===== config.mk =====
export PLATFORM = sky130hd
export DESIGN_NAME = hdlc_bit_deframer_fcs
export DESIGN_NICKNAME = d
export VERILOG_FILES = /design/src/rtl/core/hdlcdf_pkg.sv /design/src/rtl/core/hdlcdf_cfg_regs.sv /design/src/rtl/core/hdlcdf_core.sv /design/src/rtl/core/hdlc_bit_deframer_fcs.sv
export VERILOG_INCLUDE_DIRS = /design/src /design/src/rtl/core
export SDC_FILE = /design/constraint.sdc
export NUM_CORES = 1
export LEC_CHECK = 0
export BUFFER_PORTS_ARGS = -buffer_cell sky130_fd_sc_hd__buf_2
export CAP_MARGIN = 5
export CORE_ASPECT_RATIO = 1.25
export CORE_UTILIZATION = 50
export DETAILED_ROUTE_END_ITERATION = 10
export GPL_TIMING_DRIVEN = 0
export PLACE_DENSITY = 0.68
export RECOVER_POWER = 25
export SETUP_SLACK_MARGIN = 0.4
export SYNTH_ARGS = -nofsm -noshare
export SYNTH_HDL_FRONTEND = slang
export SYNTH_SLANG_ARGS = --single-unit

===== constraint.sdc =====
create_clock -name clk -period 6.3 [get_ports clk]
set_input_delay 0.945 -clock clk [delete_from_list [all_inputs] [get_ports clk]]
set_output_delay 0.945 -clock clk [all_outputs]
set_load 0.03 [all_outputs]

===== src/rtl/core/assert_macros.svh =====
// assertion macros for the deframer
`ifndef ASSERT_MACROS_SVH
`define ASSERT_MACROS_SVH

`ifndef NO_ASSERTIONS

// property must hold at every clock edge out of reset
`define ASSERT_AT(label, clk, rst_n, prop) \
	label: assert property (@(posedge clk) disable iff (!rst_n) prop) \
		else $error("assertion failed");

// condition must never be seen at a clock edge out of reset
`define ASSERT_NEVER(label, clk, rst_n, cond) \
	label: assert property (@(posedge clk) disable iff (!rst_n) !(cond)) \
		else $error("forbidden condition seen");

`else

`define ASSERT_AT(label, clk, rst_n, prop)
`define ASSERT_NEVER(label, clk, rst_n, cond)

`endif

`endif


===== src/rtl/core/hdlcdf_pkg.sv =====
package hdlcdf_pkg;

	// field widths
	localparam int LEN_W     = 13;
	localparam int MIN_W     = 7;
	localparam int CFG_IDX_W = 2;

	// hard cap on the frame length, FCS included
	localparam int FRAME_LEN_LIMIT = 4096;
	localparam logic [LEN_W:0] FRAME_LIMIT_EXT = (LEN_W + 1)'(FRAME_LEN_LIMIT);

	// framing constants
	localparam logic [7:0]  FLAG_PATTERN = 8'h7E;
	localparam logic [2:0]  STUFF_RUN    = 3'd5;
	localparam logic [2:0]  FLAG_RUN     = 3'd6;
	localparam logic [2:0]  LAST_BIT_IDX = 3'd7;
	localparam logic [15:0] CRC_POLY     = 16'h8408;
	localparam logic [15:0] CRC_INIT     = 16'hFFFF;

	// register reset values
	localparam logic [LEN_W-1:0] MAX_FRAME_RESET = LEN_W'(256);
	localparam logic [MIN_W-1:0] MIN_FRAME_RESET = MIN_W'(16);

	// register indexes
	localparam logic [CFG_IDX_W-1:0] CFG_MAX_FRAME = CFG_IDX_W'(0);
	localparam logic [CFG_IDX_W-1:0] CFG_MIN_FRAME = CFG_IDX_W'(1);

	// result codes
	typedef enum logic [2:0] {
		KIND_DATA    = 3'd0,
		KIND_GOOD    = 3'd1,
		KIND_BAD_FCS = 3'd2,
		KIND_SHORT   = 3'd3,
		KIND_LONG    = 3'd4
	} kind_t;

	// configuration register contents
	typedef struct packed {
		logic [LEN_W-1:0] max_frame_bytes;
		logic [MIN_W-1:0] min_frame_bytes;
	} cfg_t;

	// one result word from the core
	typedef struct packed {
		logic             valid;
		kind_t            kind;
		logic [7:0]       data_byte;
		logic [LEN_W-1:0] frame_bytes;
		logic             last;
	} result_t;

endpackage


===== src/rtl/core/hdlcdf_cfg_regs.sv =====
module hdlcdf_cfg_regs (
	input  logic                              clk,
	input  logic                              arst_n,
	input  logic                              cfg_valid,
	output logic                              cfg_ready,
	input  logic [hdlcdf_pkg::CFG_IDX_W-1:0]  cfg_index,
	input  logic [hdlcdf_pkg::LEN_W-1:0]      cfg_data,
	output hdlcdf_pkg::cfg_t                  cfg
);
	import hdlcdf_pkg::*;

	logic [LEN_W-1:0] max_frame_q;
	logic [MIN_W-1:0] min_frame_q;

	// writes always taken
	assign cfg_ready = 1'b1;

	// register file, writes beyond the list are dropped
	always_ff @(posedge clk or negedge arst_n) begin
		if (!arst_n) begin
			max_frame_q <= MAX_FRAME_RESET;
			min_frame_q <= MIN_FRAME_RESET;
		end else if (cfg_valid && cfg_ready) begin
			case (cfg_index)
				CFG_MAX_FRAME: max_frame_q <= cfg_data;
				CFG_MIN_FRAME: min_frame_q <= cfg_data[MIN_W-1:0];
				default: ;
			endcase
		end
	end

	assign cfg.max_frame_bytes = max_frame_q;
	assign cfg.min_frame_bytes = min_frame_q;

endmodule


===== src/rtl/core/hdlcdf_core.sv =====
module hdlcdf_core (
	input  logic                 clk,
	input  logic                 arst_n,
	input  logic                 step,
	input  logic                 bit_in,
	input  hdlcdf_pkg::cfg_t     cfg,
	output hdlcdf_pkg::result_t  res
);
	import hdlcdf_pkg::*;

	// frame state
	logic             synced_q, synced_n;
	logic [7:0]       shift_q, shift_n;
	logic [2:0]       idx_q, idx_n;
	logic [2:0]       ones_q, ones_n;
	logic [15:0]      held_q, held_n;
	logic [1:0]       held_cnt_q, held_cnt_n;
	logic [15:0]      crc_q, crc_n;
	logic [LEN_W-1:0] count_q, count_n;

	logic             restart;
	logic             do_shift;
	logic [7:0]       hunt_shift;
	logic [7:0]       shifted;
	logic [LEN_W-1:0] total;
	logic             is_short;
	logic [LEN_W:0]   limit;
	logic [15:0]      expect_fcs;

	// one byte of reflected crc, lsb first
	function automatic logic [15:0] crc16_byte(input logic [15:0] crc_in, input logic [7:0] b);
		logic [15:0] c;
		c = crc_in;
		for (int i = 0; i < 8; i++) begin
			if (c[0] ^ b[i])
				c = (c >> 1) ^ CRC_POLY;
			else
				c = c >> 1;
		end
		return c;
	endfunction

	// shared terms
	assign hunt_shift = {shift_q[6:0], bit_in};
	assign shifted    = shift_q | (8'(bit_in) << idx_q);
	assign total      = count_q + LEN_W'(held_cnt_q);
	assign is_short   = total < LEN_W'(cfg.min_frame_bytes);
	assign limit      = ({1'b0, cfg.max_frame_bytes} < FRAME_LIMIT_EXT) ?
		{1'b0, cfg.max_frame_bytes} : FRAME_LIMIT_EXT;
	assign expect_fcs = {held_q[7:0], held_q[15:8]};

	// per-bit next state and result
	always_comb begin
		synced_n   = synced_q;
		shift_n    = shift_q;
		idx_n      = idx_q;
		ones_n     = ones_q;
		held_n     = held_q;
		held_cnt_n = held_cnt_q;
		crc_n      = crc_q;
		count_n    = count_q;
		restart    = 1'b0;
		do_shift   = 1'b0;
		res        = '0;
		res.kind   = KIND_DATA;

		if (!synced_q) begin
			// hunting for the opening flag
			shift_n = hunt_shift;
			if (hunt_shift == FLAG_PATTERN) begin
				synced_n = 1'b1;
				restart  = 1'b1;
			end
		end else if (bit_in) begin
			if (ones_q == FLAG_RUN) begin
				// seven ones: abort, back to hunting
				if (total != '0) begin
					res.valid       = 1'b1;
					res.kind        = is_short ? KIND_SHORT : KIND_BAD_FCS;
					res.frame_bytes = count_q;
					res.last        = 1'b1;
				end
				synced_n = 1'b0;
				restart  = 1'b1;
			end else begin
				ones_n   = ones_q + 3'd1;
				do_shift = 1'b1;
			end
		end else if (ones_q == FLAG_RUN) begin
			// closing flag, stays synced for the next frame
			if (total != '0) begin
				res.valid       = 1'b1;
				res.frame_bytes = count_q;
				res.last        = 1'b1;
				if (is_short)
					res.kind = KIND_SHORT;
				else if (idx_q != LAST_BIT_IDX || !held_cnt_q[1])
					res.kind = KIND_BAD_FCS;
				else if (~crc_q == expect_fcs)
					res.kind = KIND_GOOD;
				else
					res.kind = KIND_BAD_FCS;
			end
			restart = 1'b1;
		end else if (ones_q == STUFF_RUN) begin
			// stuffed zero dropped
			ones_n = '0;
		end else begin
			ones_n   = '0;
			do_shift = 1'b1;
		end

		// byte assembly
		if (do_shift) begin
			idx_n = idx_q + 3'd1;
			if (idx_q == LAST_BIT_IDX) begin
				shift_n = '0;
				if ({1'b0, total} + (LEN_W + 1)'(1) > limit) begin
					res.valid       = 1'b1;
					res.kind        = KIND_LONG;
					res.frame_bytes = count_q;
					res.last        = 1'b1;
					synced_n        = 1'b0;
					restart         = 1'b1;
				end else if (held_cnt_q[1]) begin
					crc_n           = crc16_byte(crc_q, held_q[15:8]);
					count_n         = count_q + LEN_W'(1);
					held_n          = {held_q[7:0], shifted};
					res.valid       = 1'b1;
					res.kind        = KIND_DATA;
					res.data_byte   = held_q[15:8];
				end else begin
					held_n     = {held_q[7:0], shifted};
					held_cnt_n = held_cnt_q + 2'd1;
				end
			end else begin
				shift_n = shifted;
			end
		end

		// frame restart
		if (restart) begin
			shift_n    = '0;
			idx_n      = '0;
			ones_n     = '0;
			held_n     = '0;
			held_cnt_n = '0;
			crc_n      = CRC_INIT;
			count_n    = '0;
		end

		if (!step)
			res.valid = 1'b0;
	end

	// state registers
	always_ff @(posedge clk or negedge arst_n) begin
		if (!arst_n) begin
			synced_q   <= 1'b0;
			shift_q    <= '0;
			idx_q      <= '0;
			ones_q     <= '0;
			held_q     <= '0;
			held_cnt_q <= '0;
			crc_q      <= CRC_INIT;
			count_q    <= '0;
		end else if (step) begin
			synced_q   <= synced_n;
			shift_q    <= shift_n;
			idx_q      <= idx_n;
			ones_q     <= ones_n;
			held_q     <= held_n;
			held_cnt_q <= held_cnt_n;
			crc_q      <= crc_n;
			count_q    <= count_n;
		end
	end

endmodule


===== src/rtl/core/hdlc_bit_deframer_fcs.sv =====
// channel | direction | signals
// in      | sink      | in_valid, in_ready, rx_bit
// out     | source    | out_valid, out_ready, kind, data_byte, frame_bytes, last
// cfg     | sink      | cfg_valid, cfg_ready, cfg_index, cfg_data
//
// one bit word per cycle unless the output stalls: a bit is held in the input register, and its
// result, if any, is registered into the output register when the core steps on that bit
// shift, ones count, held fcs bytes and a whole-byte crc update happen in that same step
// reset is asynchronous: the block hunts for a flag, state and cfg registers take defaults
// cfg writes are always taken
// a stalled output holds the input register, otherwise a bit moves every cycle
`include "assert_macros.svh"

module hdlc_bit_deframer_fcs (
	input  logic                              clk,
	input  logic                              arst_n,
	input  logic                              in_valid,
	output logic                              in_ready,
	input  logic                              rx_bit,
	output logic                              out_valid,
	input  logic                              out_ready,
	output hdlcdf_pkg::kind_t                 kind,
	output logic [7:0]                        data_byte,
	output logic [hdlcdf_pkg::LEN_W-1:0]      frame_bytes,
	output logic                              last,
	input  logic                              cfg_valid,
	output logic                              cfg_ready,
	input  logic [hdlcdf_pkg::CFG_IDX_W-1:0]  cfg_index,
	input  logic [hdlcdf_pkg::LEN_W-1:0]      cfg_data
);
	import hdlcdf_pkg::*;

	cfg_t             cfg;
	result_t          res;
	logic             valid_s1;
	logic             bit_s1;
	logic             advance;
	logic             step;
	logic             out_valid_q;
	kind_t            kind_q;
	logic [7:0]       data_byte_q;
	logic [LEN_W-1:0] frame_bytes_q;
	logic             last_q;

	// configuration registers
	hdlcdf_cfg_regs u_cfg (
		.clk       (clk),
		.arst_n    (arst_n),
		.cfg_valid (cfg_valid),
		.cfg_ready (cfg_ready),
		.cfg_index (cfg_index),
		.cfg_data  (cfg_data),
		.cfg       (cfg)
	);

	// handshake between stages
	assign advance  = !out_valid_q || out_ready;
	assign in_ready = !valid_s1 || advance;
	assign step     = valid_s1 && advance;

	// input register
	always_ff @(posedge clk or negedge arst_n) begin
		if (!arst_n)
			valid_s1 <= 1'b0;
		else if (in_ready)
			valid_s1 <= in_valid;
	end

	always_ff @(posedge clk) begin
		if (in_valid && in_ready)
			bit_s1 <= rx_bit;
	end

	// deframer state and per-bit logic
	hdlcdf_core u_core (
		.clk    (clk),
		.arst_n (arst_n),
		.step   (step),
		.bit_in (bit_s1),
		.cfg    (cfg),
		.res    (res)
	);

	// result register
	always_ff @(posedge clk or negedge arst_n) begin
		if (!arst_n)
			out_valid_q <= 1'b0;
		else if (advance)
			out_valid_q <= res.valid;
	end

	always_ff @(posedge clk) begin
		if (res.valid) begin
			kind_q        <= res.kind;
			data_byte_q   <= res.data_byte;
			frame_bytes_q <= res.frame_bytes;
			last_q        <= res.last;
		end
	end

	assign out_valid   = out_valid_q;
	assign kind        = kind_q;
	assign data_byte   = data_byte_q;
	assign frame_bytes = frame_bytes_q;
	assign last        = last_q;

	// checks
	`ASSERT_AT(a_stall_blocks_input, clk, arst_n, (out_valid && !out_ready && valid_s1) |-> !in_ready)
	`ASSERT_AT(a_result_needs_bit, clk, arst_n, $rose(out_valid) |-> $past(valid_s1))
	`ASSERT_AT(a_status_len_bound, clk, arst_n, (out_valid && last) |-> ({1'b0, frame_bytes} <= FRAME_LIMIT_EXT))

endmodule


# Word-level counts from Yosys, hierarchy flattened
# Cells that the tools add are included.
# word_totals
regBits	110
in_bits	21
elab_cells	186
# op_classes
add_sub_neg	6
n_lt_le_gt_ge	3
eq_ne	11
shifts	1
muxes	103
bitwise_logic	21
reduce_logical	23
# op_table
operator	count
2-to-1 mux 16 bit	45
2-to-1 mux 13 bit	6
2-to-1 mux 14 bit	4
2-to-1 mux 26 bit	2
2-to-1 mux 8 bit	5
2-to-1 mux 4 bit	7
2-to-1 mux 3 bit	9
NOT 2 -> 3 bit	8
2-to-1 mux 1 bit	18
equality test 16 bit	1
NOT 16 bit	1
adder 13 x 1 -> 14 bit (second input constant)	1
greater-than comparator 14 bit	1
adder 13 x 1 -> 13 bit (second input constant)	1
adder 13 x 2 -> 13 bit	1
< comparator 13 bit (second input constant)	1
< comparator 13 x 7 -> 1 bit	1
nonzero test 13 bit	1
2-to-1 mux 12 bit	1
2-to-1 mux 2 bit	6
AND reduction 5 bit	2
equality test 3 bit (second input constant)	3
equality test 8 x 7 -> 1 bit (second input constant)	1
bitwise OR 8 bit	1
other kinds (18)	41

# Logic depth before layout (Yosys ltp)
# logic_depth
word_depth	49
ltp_mapped	21
mapped_depth_nobuf	18

# Cells and area by module
# From an unflattened synthesis, not the netlist that was laid out.
# unflattened
hier_cells	628
area_unflattened_um2	6344.8
# by_module_without_submodules
module	instances	cells_each	area_per_inst_um2	seq_area_each_um2
hdlcdf_core	1	549	4679.5	1571.5
hdlc_bit_deframer_fcs	1	34	884.6	830.8
hdlcdf_cfg_regs	1	45	780.7	503.0

# Worst setup path before layout
# Ideal clock, no wire load.
# synth_path
path_type	register to register
start	register u_core.count_q[0]
end	register data_byte_q[0], in the netlist data_byte[0], enable pin
setup_time_ps	383
t_arrival_ps	4364
required_ps	5917
setup_slack_ps	1553
path_stages_with_launch	20
path_buffers	2
synth_period_minus_slack_ps	4747
cell_sequence	dfrtp_1 ha_1 fa_1 buf_4 xor2_4 and3_4 o2111ai_2 or3_4 nor2_1 xnor2_1 ha_1 a21o_1 a21oi_1 a21oi_1 o31ai_1 o31ai_1 nand2_1 nand2_1 clkbuf_1 o21a_1
# synth_lines
item	line_no	text
from (decl)	hdlcdf_core.sv:19	logic [LEN_W-1:0] count_q, count_n;
from (signal assigned)	hdlcdf_core.sv:175	count_q <= count_n;
to (signal assigned)	hdlc_bit_deframer_fcs.sv:95	data_byte_q <= res.data_byte;
to (decl)	hdlc_bit_deframer_fcs.sv:41	logic [7:0] data_byte_q;

==> results.json <==
{
  "status": "finished with violations",
  "violations": "capacitance limit, slew limit",
  "ys_seq_area_frac": 0.4614,
  "p_leak_nw": 3.031,
  "clk_latency_ps": 360,
  "final_cell_mix": "dfrtp_1, nor2_1, nand2_1",
  "tritoncts": "built",
  "gp_congestion": 0.9329,
  "htreeDepth": 3,
  "ios": 49,
  "synthDistinctLibCells": 63,
  "hold_class": "flip-flop to flip-flop",
  "io_buffers": 47,
  "max-vdd-ir-drop_v": 0.0001228,
  "grt_max_degree": 58,
  "cp.required_ps": 6370,
  "p_per_area_nw_per_um2": 213.4,
  "yosys_warnings": 0,
  "syn_area_um2": 6296,
  "rsz0062_at_grt": "no",
  "fillers": 1069,
  "tightest_slew_ps": 3085,
  "criticalPathCategory": "flip-flop to flip-flop",
  "preCtsSetupSlack_ps": 242.0,
  "vias_per_cell": 5.665,
  "place_hpwl_um": 10600,
  "cts-root-buf": "clkbuf_16",
  "finalSetupTns_ps": 0,
  "clock-sinks": 110,
  "synth_flop_cell": "dfrtp_1",
  "hold_slack_ps": 509.6,
  "finalWirelength_um": 14430,
  "antenna_cells": 0,
  "finClkSkew_ps": 14.14,
  "syn-num-nets": 682,
  "grt_use_total": 0.2355,
  "drt-pass1-iter-count": 5,
  "layout-drive-gt1-share": 0.1942,
  "grt_first_pass_wirelength_um": 23470,
  "slew_viol_final": 87,
  "slew_headroom": -1.057,
  "die_area_um2": 13050,
  "grt_pass1_vias": 4806,
  "fp.dieW_um": 102.4,
  "coreArea_um2": 12220,
  "synth_area_per_cell_um2": 9.978,
  "crit_fanout": 25,
  "setup_violations": 0,
  "clk_pin_slew_worst_paths_ps": 80,
  "clock_path_buffers": 2,
  "end_kind": "flip-flop",
  "antenna_left": 0,
  "fin_area_um2": 7057,
  "post_cts_buffers": 0,
  "die-height_um": 127.5,
  "start_util": 0.5153,
  "seq_area_um2": 2905,
  "setup_slack_ps": 928.4,
  "fmaxAchievable_ghz": 0.1862,
  "cp_data_arrival_time_ps": 5440,
  "drc": 0,
  "antenna_found_initial": 0,
  "final_common_cell": "dfrtp_1",
  "synthCells": 631,
  "cts_buffers": 9,
  "period_share": 0.8526,
  "layout.nets": 741,
  "wl_per_cell_um": 16.79,
  "period_minus_slack_ps": 5372,
  "cts_hold_buffers": 0,
  "dr_total_vias": 4866,
  "hold_viol": 0,
  "synthToLayoutAreaGrowth_pct": 12.08,
  "maxCapViolCount": 2,
  "synth_edf_count": 26,
  "drt_iter0_drc": 210,
  "ys_seq_elements": 110,
  "start_kind": "flip-flop",
  "num_rows": 45,
  "final_core_util": 0.5776,
  "overflow": 0,
  "ys_async_sr_fraction": 0.7636,
  "multiInputGateArea_um2": 3168,
  "dpl_cell_area_um2": 6766
}
## final timing paths
check	startpoint	slack, ps	endpoint	cells after the start
min reg2reg	u_cfg.min_frame_q[1]$_DFFE_PN0P_	510	u_cfg.min_frame_q[1]$_DFFE_PN0P_	1
min in group asynchronous	arst_n	940	u_core.count_q[5]$_DFFE_PN0P_	1
min	u_cfg.min_frame_q[1]$_DFFE_PN0P_	510	u_cfg.min_frame_q[1]$_DFFE_PN0P_	1
max	u_core.count_q[0]$_DFFE_PN0P_	930	frame_bytes[12]$_DFFE_PP_	19
max in group asynchronous	arst_n	1760	u_core.ones_q[0]$_DFFE_PN0P_	2
max reg2reg	u_core.count_q[0]$_DFFE_PN0P_	930	frame_bytes[12]$_DFFE_PP_	19
## registers in the layout, indices dropped and copies added, names as in the netlist
signal             cells
bit_s1                 1
out_valid              1
valid_s1               1
u_core.crc_q          16
u_core.synced_q        1
u_cfg.max_frame_q     13
kind                   3
u_core.held_q         16
u_cfg.min_frame_q      7
frame_bytes           13
u_core.count_q        13
data_byte              8
u_core.ones_q          3
u_core.idx_q           3
last                   1
u_core.shift_q         8
u_core.held_cnt_q      2
## metal layers
layer  track usage  wire [um]  up-vias
met5             0          0        -
met4        0.1008        272        0
met3       0.03337        547       23
met2        0.4224       7718      113
met1        0.2763       5887     2410
li1              -          -     2320
## through the flow
stage               power [mW]  std cells
floorplan               0.8918        631
CTS                      1.524        859
detailed placement      0.9465        843
finish                   1.506        859
global placement        0.9353        842
global route             1.573        859
## synth_stat cells, drive strengths merged, types with 2 or more instances
cell type | n | share of area
a41oi | 2 | 0.0028
nor3 | 9 | 0.0072
ha | 29 | 0.058
nand2 | 57 | 0.034
a31oi | 9 | 0.0089
nor2b | 6 | 0.0060
edfxtp | 26 | 0.12
nor2 | 63 | 0.039
o22ai | 3 | 0.0030
xor2 | 14 | 0.022
a211oi | 4 | 0.0048
a21oi | 53 | 0.042
nor3b | 2 | 0.0032
nor4 | 7 | 0.0079
clkbuf | 17 | 0.010
inv | 23 | 0.014
or3 | 3 | 0.0038
and3 | 7 | 0.0078
xnor2 | 47 | 0.065
mux2i | 9 | 0.014
a21boi | 4 | 0.0048
nand3 | 23 | 0.018
a2111oi | 2 | 0.0068
and2 | 20 | 0.020
nand4 | 3 | 0.0030
mux2 | 21 | 0.038
dfstp | 18 | 0.075
o21bai | 2 | 0.0024
dfrtp | 66 | 0.26
nand4b | 4 | 0.0056
buf | 13 | 0.014
o31ai | 13 | 0.016
nand3b | 2 | 0.0024
and4 | 2 | 0.0028
nand2b | 3 | 0.0030
a21o | 6 | 0.0072
or2 | 4 | 0.0040
o21ai | 22 | 0.017
## power by group
part / switching, mW / internal, mW / total (mW)
Combinational: 0.0816 / 0.0616 / 0.143
Clock: 0.283 / 0.291 / 0.574
Sequential: 0.0259 / 0.763 / 0.789
## repair_timing
| action | CTS | global route |
|---|---|---|
| pin swaps | 0 | 0 |
| endpoints found under the setup margin | 25 | 25 |
| gates resized for setup | 1 | 5 |
## area by class of cell
| type | count | area share |
|---|---|---|
| multi-input combinational | 467 | 0.4489 |
| tap | 164 | 0.02908 |
| sequential | 110 | 0.4117 |
| timing repair buffer | 48 | 0.03369 |
| clock inverter | 6 | 0.008688 |
| inverter | 24 | 0.01277 |
| buffer | 30 | 0.02128 |
| clock buffer | 10 | 0.03387 |
## critical path, cell delays in order, from the launching register on
cell,delay (ps)
dfrtp_1,500
ha_1,300
fa_1,370
buf_4,200
xor2_4,230
and3_4,240
o2111ai_2,160
or3_4,420
nor2_1,120
xnor2_1,90
ha_1,310
a21o_1,160
a21oi_1,210
nand3_1,120
o31ai_2,330
o31ai_1,230
nand2_1,340
nand2_1,110
clkbuf_2,230
o21a_4,370
## cell families after synthesis
kind of cell | after synthesis | synth area share
muxes | 30 | 0.05187
buffers and inverters | 54 | 0.03796
AOI/OAI and AO/OA | 128 | 0.1282
DFF | 110 | 0.4614
other | 1 | 0.0005956
and+or+nand+nor | 217 | 0.1713
xor gates and xnor gates | 61 | 0.08784
adders and majority gates | 30 | 0.06081
(Power assumes the default switching activity.)
